### src/rtl/lpe_pkg.sv
// Shared types and constants for the linear potential energy dot-product block.
package lpe_pkg;

    // Request operation codes
    typedef enum logic [1:0] {
        OP_LOAD   = 2'd0,
        OP_SAMPLE = 2'd1,
        OP_CLEAR  = 2'd2
    } t_op;

    // Configuration register indexes
    typedef enum logic [0:0] {
        REG_DESCRIPTORS_IN_USE = 1'b0,
        REG_ENERGY_ENABLE      = 1'b1
    } t_reg;

    localparam int CFG_DATA_W = 7;
    localparam logic [6:0] DESC_RESET = 7'd64;

    // Output queue sizing
    localparam int FIFO_DEPTH = 8;
    localparam int PTR_W      = 3;
    localparam int CNT_W      = 4;

    // Per-request control that travels down the pipeline
    typedef struct packed {
        logic res;    // request produces a result
        logic clr;    // clear total, accumulator and flag
        logic use_e;  // sample contributes to the energy
        logic first;  // descriptor index zero, bias goes in first
        logic done;   // last descriptor of the atom
    } t_ctl;

    // One result as it sits in the output queue
    typedef struct packed {
        logic [31:0] beta;
        logic [47:0] atom_energy;
        logic [47:0] total_energy;
        logic        atom_done;
        logic        overflow;
    } t_result;

endpackage

### src/rtl/lpe_mul.sv
// Multiply stage and Q32.32 to Q33.24 rounding stage.
module lpe_mul import lpe_pkg::*; (
    input  logic         i_clk,
    input  logic         i_rst_n,
    input  t_ctl         i_ctl,
    input  logic [31:0]  i_weight,
    input  logic [31:0]  i_bias,
    input  logic [31:0]  i_sample,
    output t_ctl         o_ctl,
    output logic [31:0]  o_beta,
    output logic [39:0]  o_bias_q24,
    output logic [56:0]  o_prod_q24
);

    t_ctl               r_p_ctl;
    logic [31:0]        r_p_beta;
    logic [31:0]        r_p_bias;
    logic signed [63:0] r_p_prod;
    t_ctl               r_r_ctl;
    logic [31:0]        r_r_beta;
    logic [39:0]        r_r_bias;
    logic [56:0]        r_r_prod;

    logic signed [63:0] n_prod;
    logic signed [64:0] rnd_sum;

    // Full signed product of weight and descriptor
    assign n_prod = $signed(i_weight) * $signed(i_sample);

    // Add half an LSB, then floor by dropping eight bits
    assign rnd_sum = $signed({r_p_prod[63], r_p_prod}) + 65'sd128;

    // Advance control
    always_ff @(posedge i_clk) begin
        if (!i_rst_n) begin
            r_p_ctl <= '0;
            r_r_ctl <= '0;
        end else begin
            r_p_ctl <= i_ctl;
            r_r_ctl <= r_p_ctl;
        end
    end

    // Advance payload
    always_ff @(posedge i_clk) begin
        r_p_beta <= i_weight;
        r_p_bias <= i_bias;
        r_p_prod <= n_prod;
        r_r_beta <= r_p_beta;
        r_r_bias <= {r_p_bias, 8'd0};
        r_r_prod <= rnd_sum[64:8];
    end

    assign o_ctl      = r_r_ctl;
    assign o_beta     = r_r_beta;
    assign o_bias_q24 = r_r_bias;
    assign o_prod_q24 = r_r_prod;

endmodule

### config.mk
export PLATFORM = sky130hd
export DESIGN_NAME = lpe_mul
export DESIGN_NICKNAME = d
export VERILOG_FILES = /design/src/rtl/lpe_pkg.sv /design/src/rtl/lpe_mul.sv
export SDC_FILE = /design/constraint.sdc
export NUM_CORES = 2
export LEC_CHECK = 0
export BUFFER_PORTS_ARGS = -buffer_cell sky130_fd_sc_hd__buf_2
export CAP_MARGIN = 20
export CORE_ASPECT_RATIO = 0.7
export CORE_UTILIZATION = 69
export CTS_CLUSTER_DIAMETER = 60
export DETAILED_ROUTE_END_ITERATION = 10
export PLACE_DENSITY_LB_ADDON = 0.2
export SYNTH_ARGS = -nofsm -noshare
export SYNTH_HDL_FRONTEND = slang
export SYNTH_SLANG_ARGS = --single-unit
### constraint.sdc
create_clock -name i_clk -period 25.4 [get_ports i_clk]
set_clock_uncertainty 0.1 [all_clocks]
set_input_delay 2.54 -clock i_clk [delete_from_list [all_inputs] [get_ports i_clk]]
set_output_delay 2.54 -clock i_clk [all_outputs]
set_load 0.02 [all_outputs]
# Yosys cells after proc, flatten, opt, wreduce, memory -nomap -nowiden
# Index checks and enable logic that the tools add are counted.
# word_totals
reg_bits,259
latchBits,0
ramBits,0
mem_bits_ro,0
in_bits,103
out_inout_bits,134
n_memories,0
# op_classes
add_sub_neg,1
multipliers,1
n_div,0
n_lt_le_gt_ge,0
eq_ne,0
shift,0
muxes,0
bitwise,0
n_reduce_logical,0
# ops
cell,count
$add A64 B9 Y65 const B,1
$mul A32 B32 Y64,1

# Longest topological paths before layout
# logic_depth
word_depth,1
depth_mapped,28
ltp_nobuf,26

# Worst setup path before layout
# Ideal clock, no wire load.
# synth_timing
kind,input -> register
startpoint,in i_weight[31]
endpoint,reg r_p_prod[61]
setup_ns,0.120
arrival_time_ns,9.814
required_time_ns,25.180
slack_ns,15.366
stages,27
cell_sequence,clkbuf_1 nand2_1 inv_1 fa_1 inv_1 fa_1 inv_1 fa_1 fa_1 inv_1 fa_1 inv_1 fa_1 inv_1 fa_1 inv_1 fa_1 ha_1 clkbuf_1 a21o_1 a21oi_1 nand2_1 o311a_1 or3_1 nor2_2 nor3_1 o31a_1
# synth_between
elab_chain_len,1
# synth_lines
item,line_no,source
from (decl),lpe_mul.sv:6,"input logic [31:0] i_weight,"
$mul A32 B32 Y64,lpe_mul.sv:28,assign n_prod = $signed(i_weight) * $signed(i_sample);
named net n_prod[61],lpe_mul.sv:24,logic signed [63:0] n_prod;
to (signal assigned),lpe_mul.sv:48,r_p_prod <= n_prod;
to (decl),lpe_mul.sv:18,logic signed [63:0] r_p_prod;
# The timed path passes the listed nets, and every way through them passes these cells.
# A chain may end at the register's enable or synchronous reset.

# Final worst setup path
# layout_timing
startpoint,in i_sample[5]
endpoint,reg r_p_prod[61]
# layout_between
elab_chain_len,1
# layout_lines
item,line_no,source
from (decl),lpe_mul.sv:8,"input logic [31:0] i_sample,"
$mul A32 B32 Y64,lpe_mul.sv:28,
named net n_prod[61],lpe_mul.sv:24,
# The timed path passes the listed nets, and every way through them passes these cells.

==> out/metrics.json <==
{
  "timing": {
    "clock.fmax_mhz": 95.6,
    "slew-limit-headroom_pct": 34.5,
    "final_setup_violation_count": 0,
    "transition_time_at_the_pin_with_the_least_slew_margin_ps": 982,
    "rsz0062_at_grt": "no",
    "whs_ps": 214,
    "min_period_over_period_pct": 41.2,
    "drv_slew": 0,
    "timing_hold_violations_final": 0,
    "totalNegativeSetupSlack_ps": 0,
    "final.min_clock_period_ps": 10460
  },
  "placed_design": {
    "placed_area_sq_mm": 0.0437,
    "hpwl_um": 88600,
    "io_buffers": 228,
    "place.gp.congestion": 1.00
  },
  "yosys": {
    "syn-instance-count": 4278,
    "yosysSeqAreaShare_pct": 11.9,
    "synth_warnings": 0,
    "synth.avg_cell_area_sq_um": 9.88,
    "synth_enable_flop_cells": 0,
    "most_instantiated_flip_flop_cell_in_the_synthesis_netlist": "sky130_fd_sc_hd__dfxtp_1",
    "netlist-cell-type-count": 68,
    "postSynthRegisterBits": 252,
    "synth_area_sq_mm": 0.0423,
    "async_reset_ff_share_pct": 0
  },
  "floorplanning": {
    "design.portCount": 237,
    "placeable_core_region_sq_mm": 0.0602,
    "initial_core_utilization_pct": 70.2,
    "placement_rows": 75,
    "die-area_sq_mm": 0.0623,
    "die_width_um": 298,
    "die_y_um": 209
  },
  "final_layout": {
    "post_route_cells_drive_above_1_share_pct": 7.09,
    "fillers": 4300,
    "area.growth.synth_to_final_pct": 5.32,
    "postLayoutCellArea_sq_mm": 0.0445,
    "final_nets": 5705,
    "utilization_pct": 73.9
  },
  "grt": {
    "grt_usage_pct": 37.8,
    "grt_first_pass_wirelength_um": 176000,
    "grt_overflow_total": 0,
    "grt_pass1_vias": 30700,
    "largest_net_degree_at_the_start_of_global_routing": 34,
    "grt_antenna_before_repair": 5
  },
  "setup_path": {
    "reg2reg_setup_slack_ps": 22890,
    "critical-path-slowest-cell": "sky130_fd_sc_hd__fa_1",
    "cp.buffers_inverters": 8,
    "crit_fanout": 32,
    "crit_path_end": "r_p_prod[61]",
    "critical_path.max_stage_delay_ps": 810,
    "path_depth": 26,
    "critical_path_class": "in2reg",
    "critical_path.reg2reg.endpoint": "o_prod_q24[55]",
    "cp_data_required_time_ps": 25750,
    "worst_ep_arrival_time_ps": 10810,
    "worst_path_dominant_cell_family": "adder cells",
    "path_common_cell": "sky130_fd_sc_hd__fa_1",
    "reg2reg_from": "r_p_prod[15]",
    "critical_path.endpoint_type": "flip-flop",
    "worst_r2r_path_depth": 8,
    "worst_setup_path_startpoint": "i_sample[5]",
    "cp-start-kind": "primary input"
  },
  "run_status": {
    "outcome": "completed"
  },
  "clocking": {
    "register_clock_pin_slew_on_the_reported_worst_setup_and_hold_paths_ps": 70,
    "clockBufferDepth": 3,
    "number_of_buffers_inserted_to_repair_setup_after_cts": 0,
    "numClockSinks": 252,
    "worstSkewPairLatency_ps": 610,
    "cts_buffers": 25,
    "cts_tree": "done",
    "ctsHoldBuffers": 0,
    "ctsResizeCount": 0,
    "htreeDepth": 1,
    "cts-root-buf": "sky130_fd_sc_hd__clkbuf_16"
  },
  "detailed_routing": {
    "detail_route.wl_per_cell_um": 21.8,
    "first_iter_violations": 3062,
    "antenna_left": 0,
    "firstDrtPassIters": 6,
    "drt_wl_total_um": 113000,
    "post-route-drc-count": 0,
    "viasPerCell": 5.68,
    "dr_total_vias": 29400
  },
  "min_path": {
    "min_path_type": "reg2reg"
  },
  "run": {
    "max_cap_violations": 0
  }
}
-- worst min-delay path by stage --
stage / start / endpoint / slack (ps) / depth (start not counted)
floorplan: r_p_beta[0] / o_beta[0] / 210 / 0
global placement: r_p_beta[3] / o_beta[3] / 210 / 0
detailed placement: r_p_beta[22] / o_beta[22] / 210 / 0
CTS: r_p_bias[23] / o_bias_q24[31] / 220 / 0
global route: r_p_bias[23] / o_bias_q24[31] / 220 / 0
finish: r_p_bias[23] / o_bias_q24[31] / 210 / 0
-- synthesized netlist by cell type (4+ instances only) --
cell type                  number  area (sq um)
sky130_fd_sc_hd__nand2b_1       9          56.3
sky130_fd_sc_hd__o211ai_1       6          45.0
sky130_fd_sc_hd__a221oi_2       4          60.1
sky130_fd_sc_hd__and4_1         8          70.1
sky130_fd_sc_hd__nor3_1        19          95.1
sky130_fd_sc_hd__a21oi_1       54           270
sky130_fd_sc_hd__a31oi_1        5          31.3
sky130_fd_sc_hd__and2_1       515          3220
sky130_fd_sc_hd__clkbuf_1     196           736
sky130_fd_sc_hd__nor2b_1       35           219
sky130_fd_sc_hd__a211oi_1       6          45.0
sky130_fd_sc_hd__o21bai_1       7          52.6
sky130_fd_sc_hd__buf_4         12          90.1
sky130_fd_sc_hd__nand3_1       30           150
sky130_fd_sc_hd__o21a_1         4          30.0
sky130_fd_sc_hd__nor2_1        41           154
sky130_fd_sc_hd__ha_1         181          2260
sky130_fd_sc_hd__fa_1        1081         21600
sky130_fd_sc_hd__o21ai_0       35           175
sky130_fd_sc_hd__inv_1        965          3620
sky130_fd_sc_hd__and3_1        22           138
sky130_fd_sc_hd__a221oi_1       4          35.0
sky130_fd_sc_hd__xor2_1        37           324
sky130_fd_sc_hd__a21o_1        17           128
sky130_fd_sc_hd__nand2_1      550          2060
sky130_fd_sc_hd__dfxtp_1      252          5040
sky130_fd_sc_hd__nand4_1       30           188
sky130_fd_sc_hd__xnor2_1       87           762
-- logic make-up after synthesis --
| group | synth area share [%] |
|---|---|
| other | 0.00887 |
| buffers and inverters | 10.7 |
| AND/OR/NAND/NOR | 15.5 |
| AO/OA/AOI/OAI | 2.79 |
| adder cells (fa/ha/maj) | 56.5 |
| flip-flops | 11.9 |
| multiplexers | 0.0503 |
| XOR/XNOR | 2.57 |
-- state kept, by name (all words and copies together), names as in the netlist --
signal	count
r_p_bias	32
r_p_ctl	5
o_ctl	5
o_prod_q24	57
o_bias_q24	32
r_p_prod	57
r_p_beta	32
o_beta	32
-- metrics by stage --
step / cells / setup WS (ps)
5_1_grt: 5167 / 14610
4_1_cts: 5166 / 15030
6_report: 5168 / 14940
2_1_floorplan: 4285 / 15370
3_3_place_gp: 5121 / 14640
3_5_place_dp: 5121 / 14410
-- routing by layer --
layer | routed length, um | up-vias | GRT usage, %
li1 | - | 12400 | -
met1 | 46300 | 14700 | 55.4
met2 | 41800 | 2082 | 47.9
met3 | 22500 | 169 | 23.5
met4 | 1810 | 12 | 5.22
met5 | 403 | - | 3.99
-- layout by cell type, fill, tap and decap left out, types with 9 or more instances in the layout --
master / instances
sky130_fd_sc_hd__a21o_1: 17
sky130_fd_sc_hd__a21oi_1: 54
sky130_fd_sc_hd__and2_1: 515
sky130_fd_sc_hd__and3_1: 22
sky130_fd_sc_hd__buf_2: 228
sky130_fd_sc_hd__buf_4: 15
sky130_fd_sc_hd__clkbuf_16: 25
sky130_fd_sc_hd__dfxtp_1: 252
sky130_fd_sc_hd__fa_1: 1081
sky130_fd_sc_hd__ha_1: 181
sky130_fd_sc_hd__inv_1: 965
sky130_fd_sc_hd__nand2_1: 550
sky130_fd_sc_hd__nand2b_1: 9
sky130_fd_sc_hd__nand3_1: 30
sky130_fd_sc_hd__nand4_1: 30
sky130_fd_sc_hd__nor2_1: 41
sky130_fd_sc_hd__nor2b_1: 35
sky130_fd_sc_hd__nor3_1: 19
sky130_fd_sc_hd__o21ai_0: 35
sky130_fd_sc_hd__xnor2_1: 87
sky130_fd_sc_hd__xor2_1: 37
-- area by class of cell --
type	count	area, sq um	share of cell area (%)
tap	808	1010	2.27
sequential	252	5040	11.3
inverter	965	3620	8.13
multi-input combinational	2853	32800	73.5
antenna	2	5.00	0.0112
clock buffer	30	674	1.51
clock inverter	15	169	0.379
timing repair buffer	243	1250	2.81
Power is not shown: default switching activity piles up to over one toggle a cycle in this logic, so the estimate is an artifact.
