===== src/rtl/lpe_pkg.sv =====
// Shared types and constants for the linear potential energy dot-product block.
package lpe_pkg;

    // Request operation codes
    typedef enum logic [1:0] {
        OP_LOAD   = 2'd0,
        OP_SAMPLE = 2'd1,
        OP_CLEAR  = 2'd2
    } t_op;

    // Configuration register indexes
    typedef enum logic [0:0] {
        REG_DESCRIPTORS_IN_USE = 1'b0,
        REG_ENERGY_ENABLE      = 1'b1
    } t_reg;

    localparam int CFG_DATA_W = 7;
    localparam logic [6:0] DESC_RESET = 7'd64;

    // Output queue sizing
    localparam int FIFO_DEPTH = 8;
    localparam int PTR_W      = 3;
    localparam int CNT_W      = 4;

    // Per-request control that travels down the pipeline
    typedef struct packed {
        logic res;    // request produces a result
        logic clr;    // clear total, accumulator and flag
        logic use_e;  // sample contributes to the energy
        logic first;  // descriptor index zero, bias goes in first
        logic done;   // last descriptor of the atom
    } t_ctl;

    // One result as it sits in the output queue
    typedef struct packed {
        logic [31:0] beta;
        logic [47:0] atom_energy;
        logic [47:0] total_energy;
        logic        atom_done;
        logic        overflow;
    } t_result;

endpackage


===== src/rtl/lpe_acc.sv =====
// Saturating atom accumulator and running energy total.
module lpe_acc import lpe_pkg::*; (
    input  logic        i_clk,
    input  logic        i_rst_n,
    input  t_ctl        i_ctl,
    input  logic [31:0] i_beta,
    input  logic [39:0] i_bias_q24,
    input  logic [56:0] i_prod_q24,
    output logic        o_push,
    output t_result     o_result
);

    localparam logic signed [57:0] Q_MAX = 58'sh0007FFFFFFFFFFF;
    localparam logic signed [57:0] Q_MIN = -Q_MAX - 58'sd1;

    logic [47:0] r_acc;
    t_ctl        r_b_ctl;
    logic [31:0] r_b_beta;
    logic [47:0] r_b_atom;
    logic        r_b_sat;
    logic [47:0] r_total;
    logic        r_flag;

    logic [47:0] n_acc;
    logic [47:0] n_atom;
    logic        n_sat;
    logic [47:0] n_total;
    logic        n_flag;
    logic [48:0] sat_bias;
    logic [48:0] sat_prod;
    logic [48:0] sat_tot;
    logic [47:0] acc_mid;

    // Clamp to the signed 48-bit range; top bit reports a clamp
    function automatic logic [48:0] sat48(input logic signed [57:0] s);
        logic [48:0] r;
        if (s > Q_MAX) begin
            r = {1'b1, Q_MAX[47:0]};
        end else if (s < Q_MIN) begin
            r = {1'b1, Q_MIN[47:0]};
        end else begin
            r = {1'b0, s[47:0]};
        end
        return r;
    endfunction

    // Add bias on descriptor zero, then the rounded product
    always_comb begin
        sat_bias = sat48($signed({{10{r_acc[47]}}, r_acc})
                       + $signed({{18{i_bias_q24[39]}}, i_bias_q24}));
        acc_mid  = i_ctl.first ? sat_bias[47:0] : r_acc;
        sat_prod = sat48($signed({{10{acc_mid[47]}}, acc_mid})
                       + $signed({i_prod_q24[56], i_prod_q24}));
        n_acc  = r_acc;
        n_atom = '0;
        n_sat  = 1'b0;
        if (i_ctl.clr) begin
            n_acc = '0;
        end else if (i_ctl.res && i_ctl.use_e) begin
            n_sat = (i_ctl.first & sat_bias[48]) | sat_prod[48];
            if (i_ctl.done) begin
                n_atom = sat_prod[47:0];
                n_acc  = '0;
            end else begin
                n_acc = sat_prod[47:0];
            end
        end
    end

    // Fold finished atoms into the total
    always_comb begin
        sat_tot = sat48($signed({{10{r_total[47]}}, r_total})
                      + $signed({{10{r_b_atom[47]}}, r_b_atom}));
        n_total = r_total;
        n_flag  = r_flag;
        if (r_b_ctl.clr) begin
            n_total = '0;
            n_flag  = 1'b0;
        end else if (r_b_ctl.res) begin
            n_flag = r_flag | r_b_sat;
            if (r_b_ctl.use_e && r_b_ctl.done) begin
                n_total = sat_tot[47:0];
                n_flag  = r_flag | r_b_sat | sat_tot[48];
            end
        end
    end

    // Hold energy state
    always_ff @(posedge i_clk) begin
        if (!i_rst_n) begin
            r_acc   <= '0;
            r_b_ctl <= '0;
            r_total <= '0;
            r_flag  <= 1'b0;
        end else begin
            r_acc   <= n_acc;
            r_b_ctl <= i_ctl;
            r_total <= n_total;
            r_flag  <= n_flag;
        end
    end

    // Advance payload
    always_ff @(posedge i_clk) begin
        r_b_beta <= i_beta;
        r_b_atom <= n_atom;
        r_b_sat  <= n_sat;
    end

    assign o_push                = r_b_ctl.res;
    assign o_result.beta         = r_b_beta;
    assign o_result.atom_energy  = r_b_atom;
    assign o_result.total_energy = n_total;
    assign o_result.atom_done    = r_b_ctl.done;
    assign o_result.overflow     = n_flag;

endmodule


===== config.mk =====
export PLATFORM = sky130hd
export DESIGN_NAME = lpe_acc
export DESIGN_NICKNAME = d
export VERILOG_FILES = /design/src/rtl/lpe_pkg.sv /design/src/rtl/lpe_acc.sv
export SDC_FILE = /design/constraint.sdc
export NUM_CORES = 1
export LEC_CHECK = 0
export BUFFER_PORTS_ARGS = -buffer_cell sky130_fd_sc_hd__buf_4
export CAP_MARGIN = 0
export CORE_ASPECT_RATIO = 0.9
export CORE_MARGIN = 4
export CORE_UTILIZATION = 45
export CTS_CLUSTER_DIAMETER = 40
export CTS_CLUSTER_SIZE = 28
export DETAILED_ROUTE_END_ITERATION = 6
export PLACE_DENSITY_LB_ADDON = 0.08
export SKIP_CTS_REPAIR_TIMING = 1
export SYNTH_ARGS = -nofsm -noshare
export SYNTH_HDL_FRONTEND = slang
export SYNTH_SLANG_ARGS = --single-unit

===== constraint.sdc =====
create_clock -name i_clk -period 16.2 [get_ports i_clk]
set_input_delay 1.62 -clock i_clk [delete_from_list [all_inputs] [get_ports i_clk]]
set_output_delay 1.62 -clock i_clk [all_outputs]
set_load 0.05 [all_outputs]

; ---- Word-level counts from Yosys, hierarchy flattened
; Cells that the tools add are included.
[op_classes]
n_mux = 14
n_bitwise = 7
n_addsub = 3
reduce_logical = 5
magnitude_cmp = 6
[op_table]
columns = op, n
row1 = $mux W49, 6
row2 = $mux W48, 5
row3 = $gt A49 B48 Y1 const B, 2
row4 = $lt A49 B48 Y1 const B, 2
row5 = $add A48 B57 Y58, 1
row6 = $gt A58 B48 Y1 const B, 1
row7 = $lt A58 B48 Y1 const B, 1
row8 = $add A48 B40 Y49, 1
row9 = $add A48 B48 Y49, 1
row10 = $reduce_or A2 Y1, 2
row11 = $mux W1, 3
row12 = $not A1 Y1, 3
row13 = $or A1 B1 Y1, 3
row14 = $reduce_or A3 Y1, 1
row15 = $logic_and A1 B1 Y1, 2
row16 = $and A1 B1 Y1, 1
[totals]
wordCells = 45
ff_bits = 182
inputBits = 136
output_inout_bits = 131

; ---- Logic depth before layout (Yosys ltp)
; Gate-level depths: netlist of the first run.
[depth]
ltp_word = 10
ltp_mapped = 30
ltp_nobuf = 25

; ---- Worst setup path before layout of the first run
; No wires, ideal clock.
[synth_path]
path_kind = input to register
start = input port i_bias_q24[0]
end = register r_b_atom[29]
setup_time_ns = 0.069
n_path_buf = 4
t_required_ns = 16.131
path_stages = 28
arrival_ns = 7.685
path_slack_ns = 8.446
cell_sequence = ha_1 -> fa_1 -> a211oi_1 -> o21ai_0 -> o311ai_1 -> o31ai_1 -> a31o_2 -> a41oi_1 -> and3_1 -> nor3_2 -> clkbuf_1 -> maj3_1 -> mux2_2 -> ha_1 -> buf_2 -> nand2_1 -> nor4_4 -> nand4_1 -> o32a_2 -> a2111oi_4 -> nor3_2 -> nor4_2 -> nand4_1 -> o31ai_2 -> nand2_1 -> buf_6 -> buf_6 -> o21ai_2
[synth_via]
elab_chain_len = 9
word_cells_on_any_way = 11
classes_between = add/sub (2) / order compare (4) / mux (5)
[synth_rtl]
columns = item, line
row1 = from (decl), lpe_acc.sv:7  ; input logic [39:0] i_bias_q24,
row2 = $add A48 B40 Y49 *, lpe_acc.sv:50  ; + $signed({{18{i_bias_q24[39]}}, i_bias_q24}));
row3 = $lt A49 B48 Y1, lpe_acc.sv:39  ; end else if (s < Q_MIN) begin
row4 = $mux W49, lpe_acc.sv:39
row5 = $mux W49 *, lpe_acc.sv:37  ; if (s > Q_MAX) begin
row6 = $mux W48 *, lpe_acc.sv:51  ; acc_mid = i_ctl.first ? sat_bias[47:0] : r_acc;
row7 = $add A48 B57 Y58 *, lpe_acc.sv:53  ; + $signed({i_prod_q24[56], i_prod_q24}));
row8 = $lt A58 B48 Y1, lpe_acc.sv:39
row9 = $mux W49, lpe_acc.sv:39
row10 = $mux W49 *, lpe_acc.sv:37
row11 = to (signal assigned), lpe_acc.sv:106  ; r_b_atom <= n_atom;
row12 = to (decl), lpe_acc.sv:19  ; logic [47:0] r_b_atom;
; Every way passes the cells marked *; elsewhere a longest branch is shown, timed or not.
; A chain may end at the register's enable or synchronous reset.

; ---- Worst setup path after layout of the first run
[layout_path]
start = input port i_bias_q24[0]
end = register r_b_atom[9]
; The elaborated chain is that of the path after synthesis.

==> impl_metrics.ini, run 1 <==
[run_status]
status = finished clean

[synth]
ys_seq_elements = 182
yosysMostFrequentCell = a21oi_1
synthCells = 2136
netlist_area_mm2 = 0.0167
synth_flop_cell = dfxtp_1
synthesis.nets = 2439
synth_top_area_frac = 0.219
avgSynthCellArea_um2 = 7.80
ys_async_sr_fraction = 0
seq_area_frac_synth = 0.219
synth_cell_type_count = 88
ys_top_cells_by_area = dfxtp_1 22%, ha_1 12%, a21oi_1 6.5%, xnor2_1 4.3%, a21o_1 4.3%
yosysTopAreaCell = dfxtp_1
yosysWarnings = 0
yosys-top-cells-count = 217 x a21oi_1, 182 x dfxtp_1, 181 x nand2_1
synth_edf_count = 0

[drt]
dr.pass1.iters = 7
vias_per_cell = 6.02
route.detailed.drc = 0
routed_wl_mm = 56.4
vias = 16800
wl_per_cell_um = 20.1
drtIter0Drc = 1264
ant_nets = 0

[setup_path]
crit_path_end_kind = flop
reg2reg_from = r_acc[0]$_SDFFE_PP0P_
reg2reg_slack_ps = 7640
critPathKind = input port to flop
r2r_end = r_b_atom[9]$_SDFF_PP0_
cp_max_fo = 52
worst_ep_required_time_ps = 16550
arrival_ps = 9820
reg2reg_depth = 26
start_kind = input port

[cts]
clkSinkCount = 182
insertion_delay_ps = 460
cts_root_buffer = clkbuf_16
clk_path_buf_depth = 2
cts_buffers = 17
clkTransAtPathRegs_ps = 80
cts_tree = built
ctsHtreeMaxLevel = 4

[timing]
hold_viol = 0
finClkSkew_ps = 17.0
finalSetupTns_ps = 0
fmax_ghz = 0.106
fin_crit_sh = 0.585
setup_viol = 0
report.final.slew_viol_count = 0
period_minus_slack_ps = 9470
relSlewSlack = 0.227
tightest_slew_ps = 1160
rsz0062_at_grt = false

[global_routing]
overflow = 0
grt_max_degree = 62
grt_antenna_before_repair = 0
grt_pass1_wl_mm = 86.9
grt_use_total = 0.269
grt_pass1_vias = 16000

[finish]
diodes = 0
area_growth_pct = 16.7
layout.cells.non_filler = 2799
nets = 2613
drive_gt1_frac = 0.182

[placement]
port_buffers = 266
place_inst = 2767
gp_congestion = 0.947
dp_hpwl_mm = 45.1

[power_and_ir_drop]
p_int_w = 0.000833
p_clk_frac = 0.335
power.density_mw_per_mm2 = 67.9
p_seq_frac = 0.359
peakVddDrop_uv = 65.4
switching_share = 0.369
pwr-share-comb = 0.305
leakagePower_nw = 8.95
power_switching_w = 0.000487

[job]
cap_violations = 0

[floorplan]
start_util = 0.459
die_w_um = 211
die-area_mm2 = 0.0402
pin_count = 267
rows = 66
core_mm2 = 0.0363
die_y_um = 191

[min_path]
hold_depth = 2
hp-start = r_acc[38]$_SDFFE_PP0P_
hold_path_end = r_acc[38]$_SDFFE_PP0P_
hp-class = flop to flop
## critical path: stages
cell and delay [ps]:
buf_4 110, ha_1 220, fa_1 420, a211oi_1 230, o21ai_0 210, o311ai_1 510, o31ai_1 180, a31o_2 320
a41oi_1 530, and3_1 310, nor3_4 50, buf_4 300, maj3_1 420, mux2_2 270, ha_1 210, fa_1 410
a21o_1 220, a221o_1 430, o21a_1 250, o21ai_0 260, o21ai_0 200, a21oi_1 210, xnor2_1 180, nand4_1 200
o31ai_2 370, nand2_2 690, o21ai_0 390
## flip-flops by register name, summed over array words and instances (netlist names)
name,flops
r_b_beta,32
r_b_sat,1
r_b_atom,48
r_b_ctl,2
o_result,1
r_total,48
o_push,1
r_acc,48
r_flag,1
## worst max-delay path by stage
stage,depth (start not counted),end,from
2_1_floorplan,28,r_b_atom[29]$_SDFF_PP0_,i_bias_q24[0]
3_3_place_gp,27,r_b_atom[7]$_SDFF_PP0_,i_bias_q24[0]
3_5_place_dp,27,r_b_atom[14]$_SDFF_PP0_,i_bias_q24[0]
4_1_cts,27,r_b_atom[14]$_SDFF_PP0_,i_bias_q24[0]
5_1_grt,27,r_b_atom[9]$_SDFF_PP0_,i_bias_q24[0]
6_report,27,r_b_atom[9]$_SDFF_PP0_,i_bias_q24[0]
## metrics by stage
step	hold WS (ps)	setup slack, ps	total power (W)	cell area (µm²)	utilization
2_1_floorplan	443	8450	0.000755	16700	-
3_3_place_gp	463	6690	0.000880	18800	0.518
3_5_place_dp	465	6470	0.000882	18800	0.518
4_1_cts	477	6900	0.00132	19400	0.535
5_1_grt	500	6160	0.00138	19400	0.535
6_report	477	6730	0.00132	19400	0.535
## cells in the final DEF, fill, tap and decap left out, drive strengths merged, types with 69 or more instances in the layout
cell / count
a211oi: 69
a21o: 95
a21oi: 217
buf: 277
dfxtp: 182
ha: 164
nand2: 183
nor2: 153
nor3: 114
o21ai: 170
xnor2: 82
## layer usage
metal	global-route usage	share of wire	up-vias
li1	-	-	8295
met1	0.354	0.44	7845
met2	0.440	0.46	575
met3	0.0452	0.060	125
met4	0.109	0.040	0
met5	0	0	-
## cell type report
| cell class | count | area, µm² |
|---|---|---|
| Tap cell | 476 | 596 |
| Fill cell | 3545 | 16900 |
| Clock inverter | 15 | 198 |
| Clock buffer | 17 | 425 |
| Multi-Input combinational cell | 1788 | 12300 |
| Inverter | 44 | 165 |
| Sequential cell | 182 | 3640 |
| Timing Repair Buffer | 277 | 2080 |
## power by group through the flow
stage	registers (W)	logic, W	clock network [W]
after CTS	0.000474	0.000400	0.000451
after detailed placement	0.000484	0.000397	0
after floorplan	0.000512	0.000243	0
after global placement	0.000485	0.000395	0
final	0.000474	0.000403	0.000443
after global routing	0.000475	0.000436	0.000467
## cells by family (layout without fill, tap and decap cells)
| kind of cell | after synthesis | after routing | share of synthesized area |
|---|---|---|---|
| AO/OA/AOI/OAI | 773 | 773 | 0.307 |
| AND/OR/NAND/NOR | 640 | 640 | 0.185 |
| adder cells (fa/ha/maj) | 203 | 203 | 0.148 |
| flip-flops | 182 | 182 | 0.219 |
| buffers and inverters | 166 | 353 | 0.0449 |
| XOR/XNOR | 132 | 132 | 0.0694 |
| multiplexers | 40 | 40 | 0.0267 |
No activity file was read; power rests on OpenSTA's default activity.
==> inputs of run 2 (changes only) <==
--- a/config.mk
+++ b/config.mk
@@ -5,6 +5,7 @@
 export SDC_FILE = /design/constraint.sdc
 export NUM_CORES = 1
 export LEC_CHECK = 0
+export ABC_AREA = 1
 export BUFFER_PORTS_ARGS = -buffer_cell sky130_fd_sc_hd__buf_4
 export CAP_MARGIN = 0
 export CORE_ASPECT_RATIO = 0.9
==> constraint.sdc (replaced) <==
create_clock -name i_clk -period 8.41 [get_ports i_clk]
set_input_delay 0.841 -clock i_clk [delete_from_list [all_inputs] [get_ports i_clk]]
set_output_delay 0.841 -clock i_clk [all_outputs]
set_load 0.05 [all_outputs]
==> impl_metrics.ini, run 2 <==
[placement]
postPlaceCellArea_mm2 = 0.0202
gp_congestion = 1.05
dp_hpwl_mm = 56.1
port_buffers = 266

[finish]
drive_gt1_frac = 0.133
utilization = 0.538
top_regs = r_acc (48), r_b_atom (48), r_total (48)
layout_common_cells = 888 x nand2_1, 353 x a21oi_1, 314 x inv_1
area_growth_pct = 17.0
stdcell_area_mm2 = 0.0208
diodes = 0
final_common_cell = nand2_1
nets = 3466

[power_and_ir_drop]
p_seq_frac = 0.315
p_int_w = 0.00165
switching_share = 0.427
pwr-share-comb = 0.386
peakVddDrop_uv = 112
power_switching_w = 0.00123
power.density_mw_per_mm2 = 138
fin_total_pwr_w = 0.00288
leakagePower_nw = 10.8
p_clk_frac = 0.299

[min_path]
hp-start = i_beta[8]
hp-class = input port to flop

[floorplan]
die_w_um = 218
die_y_um = 197
pin_count = 267
core_mm2 = 0.0387
start_util = 0.460
rows = 68
die-area_mm2 = 0.0428

[drt]
wl_per_cell_um = 18.1
routed_wl_mm = 67.1
ant_nets = 0
vias = 19700
drtIter0Drc = 1945
dr.pass1.iters = 5
route.detailed.drc = 0
vias_per_cell = 5.33

[timing]
setup_viol = 0
relSlewSlack = 0.361
report.final.slew_viol_count = 0
finClkSkew_ps = 19.5
period_minus_slack_ps = 7090
rsz0062_at_grt = false
finalSetupTns_ps = 0
hold_viol = 0
fmax_ghz = 0.141
hold_slack_ps = 470
fin_crit_sh = 0.843
tightest_slew_ps = 956

[synth]
yosys-top-cells-count = 888 x nand2_1, 354 x a21oi_1, 314 x inv_1
ys_top_cells_by_area = dfxtp_1 20%, nand2_1 19%, ha_1 12%, a21oi_1 10%, inv_1 6.6%
yosysWarnings = 0
yosysTopAreaCell = dfxtp_1
ys_async_sr_fraction = 0
yosysMostFrequentCell = nand2_1
ys_seq_elements = 182
synthCells = 2935
synth_flop_cell = dfxtp_1
seq_area_frac_synth = 0.205
synthesis.nets = 3238
avgSynthCellArea_um2 = 6.07
synth_cell_type_count = 52
synth_edf_count = 0
synth_top_area_frac = 0.205
netlist_area_mm2 = 0.0178

[global_routing]
grt_antenna_before_repair = 0
grt_max_degree = 51
grt_pass1_wl_mm = 103
grt_use_total = 0.304
grt_pass1_vias = 18600
overflow = 0

[setup_path]
critPathMaxStageDelay_ps = 510
start_kind = input port
cp_max_fo = 38
crit_family = simple AND/OR/NAND/NOR gates
crit_path_end_kind = flop
worst_ep_required_time_ps = 8730
arrival_ps = 7410
cp-startpoint = i_bias_q24[0]
critPathKind = input port to flop
crit_top_cell = nand2_1
slowest_stage = o21bai_4
reg2reg_from = r_acc[0]$_SDFFE_PP0P_
crit_buf_inv = 5

[cts]
cts_root_buffer = clkbuf_16
clk_path_buf_depth = 2
cts_buffers = 17
insertion_delay_ps = 470
ctsHtreeMaxLevel = 4
cts_tree = built
clkTransAtPathRegs_ps = 90
clkSinkCount = 182

[job]
cap_violations = 0

[run_status]
status = finished clean
run 2: cells by family (layout without fill, tap and decap cells):
group | count (synthesis) | after routing | share of synthesized area
xor+xnor | 131 | 131 | 0.0653
compound gates | 603 | 603 | 0.185
simple gates | 1430 | 1430 | 0.329
fa+ha+maj | 167 | 167 | 0.119
flops | 182 | 182 | 0.205
buf+inv | 422 | 663 | 0.0969
run 2: routing by layer:
metal / wire (µm) / GRT usage / vias up / part of all wire
met5: 0 / 0 / - / 0
met3: 5670 / 0.0651 / 98 / 0.085
met2: 29500 / 0.482 / 782 / 0.44
li1: - / - / 9917 / -
met4: 1590 / 0.0789 / 0 / 0.024
met1: 30300 / 0.423 / 8918 / 0.45
run 2: worst paths after layout:
check | to | slack (ps) | depth (start not counted)
setup / recovery | r_acc[0]$_SDFFE_PP0P_ | 1320 | 35
hold / removal | r_b_beta[8]$_DFF_P_ | 470 | 1
setup reg to reg | r_acc[0]$_SDFFE_PP0P_ | 1460 | 34
hold reg to reg | r_acc[39]$_SDFFE_PP0P_ | 490 | 2
run 2: per-stage QoR:
stage                     setup WS (ps)  cells
final                              1320   3701
after global routing                716   3701
after CTS                          1470   3701
after detailed placement            979   3669
after global placement             1170   3669
after floorplan                    3040   2935
run 2: area by class of cell:
cell class | count | area [µm²]
clock buffers | 17 | 425
clock inverters | 15 | 201
fillers | 4112 | 17900
inverters | 347 | 1300
multi-input cells | 2331 | 12500
flip-flops and latches | 182 | 3640
well taps | 525 | 657
repair buffers | 284 | 2140
run 2: power groups by stage:
stage / logic [W] / clock network [W] / registers [W]
2_1_floorplan: 0.000697 / 0 / 0.000977
3_3_place_gp: 0.00109 / 0 / 0.000927
3_5_place_dp: 0.00109 / 0 / 0.000927
4_1_cts: 0.00110 / 0.000872 / 0.000907
5_1_grt: 0.00122 / 0.000901 / 0.000909
6_report: 0.00111 / 0.000859 / 0.000906
==> inputs of run 3 (changes only) <==
==> constraint.sdc (replaced) <==
create_clock -name i_clk -period 6 [get_ports i_clk]
set_input_delay 0.6 -clock i_clk [delete_from_list [all_inputs] [get_ports i_clk]]
set_output_delay 0.6 -clock i_clk [all_outputs]
set_load 0.05 [all_outputs]
==> impl_metrics.ini, run 3 (synthesis results as in run 2) <==
[timing]
report.final.slew_viol_count = 0
fin_crit_sh = 0.952
relSlewSlack = 0.347
period_minus_slack_ps = 5710
tightest_slew_ps = 980
setup_viol = 0
rsz0062_at_grt = false
hold_viol = 0
finClkSkew_ps = 18.7
fmax_ghz = 0.175

[job]
cap_violations = 0

[cts]
cts_tree = built
insertion_delay_ps = 470
cts_buffers = 17
clk_path_buf_depth = 2
clkSinkCount = 182
clkTransAtPathRegs_ps = 80
ctsHtreeMaxLevel = 4
cts_root_buffer = clkbuf_16

[global_routing]
grt_use_total = 0.325
grt_pass1_vias = 18900
grt_max_degree = 50
grt_pass1_wl_mm = 109
overflow = 0
grt_antenna_before_repair = 0

[finish]
nets = 3517
utilization = 0.555
area_growth_pct = 20.8
stdcell_area_mm2 = 0.0215
top_regs = r_acc (48), r_b_atom (48), r_total (48)
fillers = 4002
layout_common_cells = 882 x nand2_1, 337 x a21oi_1, 322 x buf_4
layout.cells.non_filler = 3752
drive_gt1_frac = 0.158
final_common_cell = nand2_1
diodes = 0

[floorplan]
die_w_um = 218
start_util = 0.460
rows = 68
core_mm2 = 0.0387
die_y_um = 197
die-area_mm2 = 0.0428
pin_count = 267

[drt]
route.detailed.drc = 9
ant_nets = 0
vias = 20400
wl_per_cell_um = 19.5
routed_wl_mm = 73.0
vias_per_cell = 5.43
drtIter0Drc = 2096
dr.pass1.iters = 7

[placement]
place_inst = 3715
gp_congestion = 1.04
dp_hpwl_mm = 60.1
postPlaceCellArea_mm2 = 0.0206
port_buffers = 266

[setup_path]
worst_ep_required_time_ps = 6310
reg2reg_slack_ps = 290
critPathKind = flop to flop
crit_top_cell = nand2_1
arrival_ps = 6020
critPathMaxStageDelay_ps = 440
start_kind = flop
slowest_stage = fa_1
cp_max_fo = 21
crit_path_end_kind = flop

[run_status]
violations = DRC
status = complete, but fails checks

[min_path]
hp-class = input port to flop

[power_and_ir_drop]
leakagePower_nw = 11.1
power.density_mw_per_mm2 = 192
peakVddDrop_uv = 221
==> run 3: critical path: cells and delay by family (launching register included) <==
family / cells / cell delay, ps
xor gates and xnor gates: 1 / 220
adders and majority gates: 3 / 1050
and+or+nand+nor: 19 / 1810
buffers and inverters: 5 / 770
AOI/OAI and AO/OA: 6 / 1340
DFF: 1 / 350
==> run 3: worst paths after layout <==
check	depth (start not counted)	end	startpoint
setup / recovery	34	r_b_atom[41]$_SDFF_PP0_	r_acc[18]$_SDFFE_PP0P_
hold / removal	1	r_b_beta[24]$_DFF_P_	i_beta[24]
setup reg to reg	34	r_b_atom[41]$_SDFF_PP0_	r_acc[18]$_SDFFE_PP0P_
hold reg to reg	2	r_acc[14]$_SDFFE_PP0P_	r_acc[14]$_SDFFE_PP0P_
==> run 3: layout make-up <==
type                       count  area (µm²)  area share
sequential                   182        3640       0.169
timing repair buffer         335        2700       0.125
clock buffer                  17         425      0.0198
tap                          525         657      0.0305
multi-input combinational   2331       12600       0.586
clock inverter                15         178     0.00826
inverter                     347        1300      0.0606
==> run 3: power by group <==
| part | leakage, nW | internal [W] | total, W | switching [W] |
|---|---|---|---|---|
| clock | 0.290 | 0.000565 | 0.00118 | 0.000615 |
| sequential | 1.48 | 0.00124 | 0.00127 | 0.0000293 |
| combinational | 9.30 | 0.000580 | 0.00168 | 0.00110 |
==> run 3: metal layers <==
| layer | GRT usage | part of all wire | vias to the layer above |
|---|---|---|---|
| met1 | 0.470 | 0.47 | 9376 |
| met3 | 0.0419 | 0.071 | 91 |
| li1 | - | - | 10000 |
| met5 | 0 | 0 | - |
| met4 | 0.0780 | 0.025 | 0 |
| met2 | 0.515 | 0.43 | 848 |
==> run 3: through the flow <==
stage          setup WS [ps]  TNS (ps)  power, W  hold WS, ps
6_report                 289         0   0.00413          234
3_5_place_dp           -19.7     -31.1   0.00289          487
4_1_cts                  336         0   0.00406          215
2_1_floorplan            868         0   0.00235          462
5_1_grt                 4.25         0   0.00433          212
3_3_place_gp            52.4         0   0.00288          481
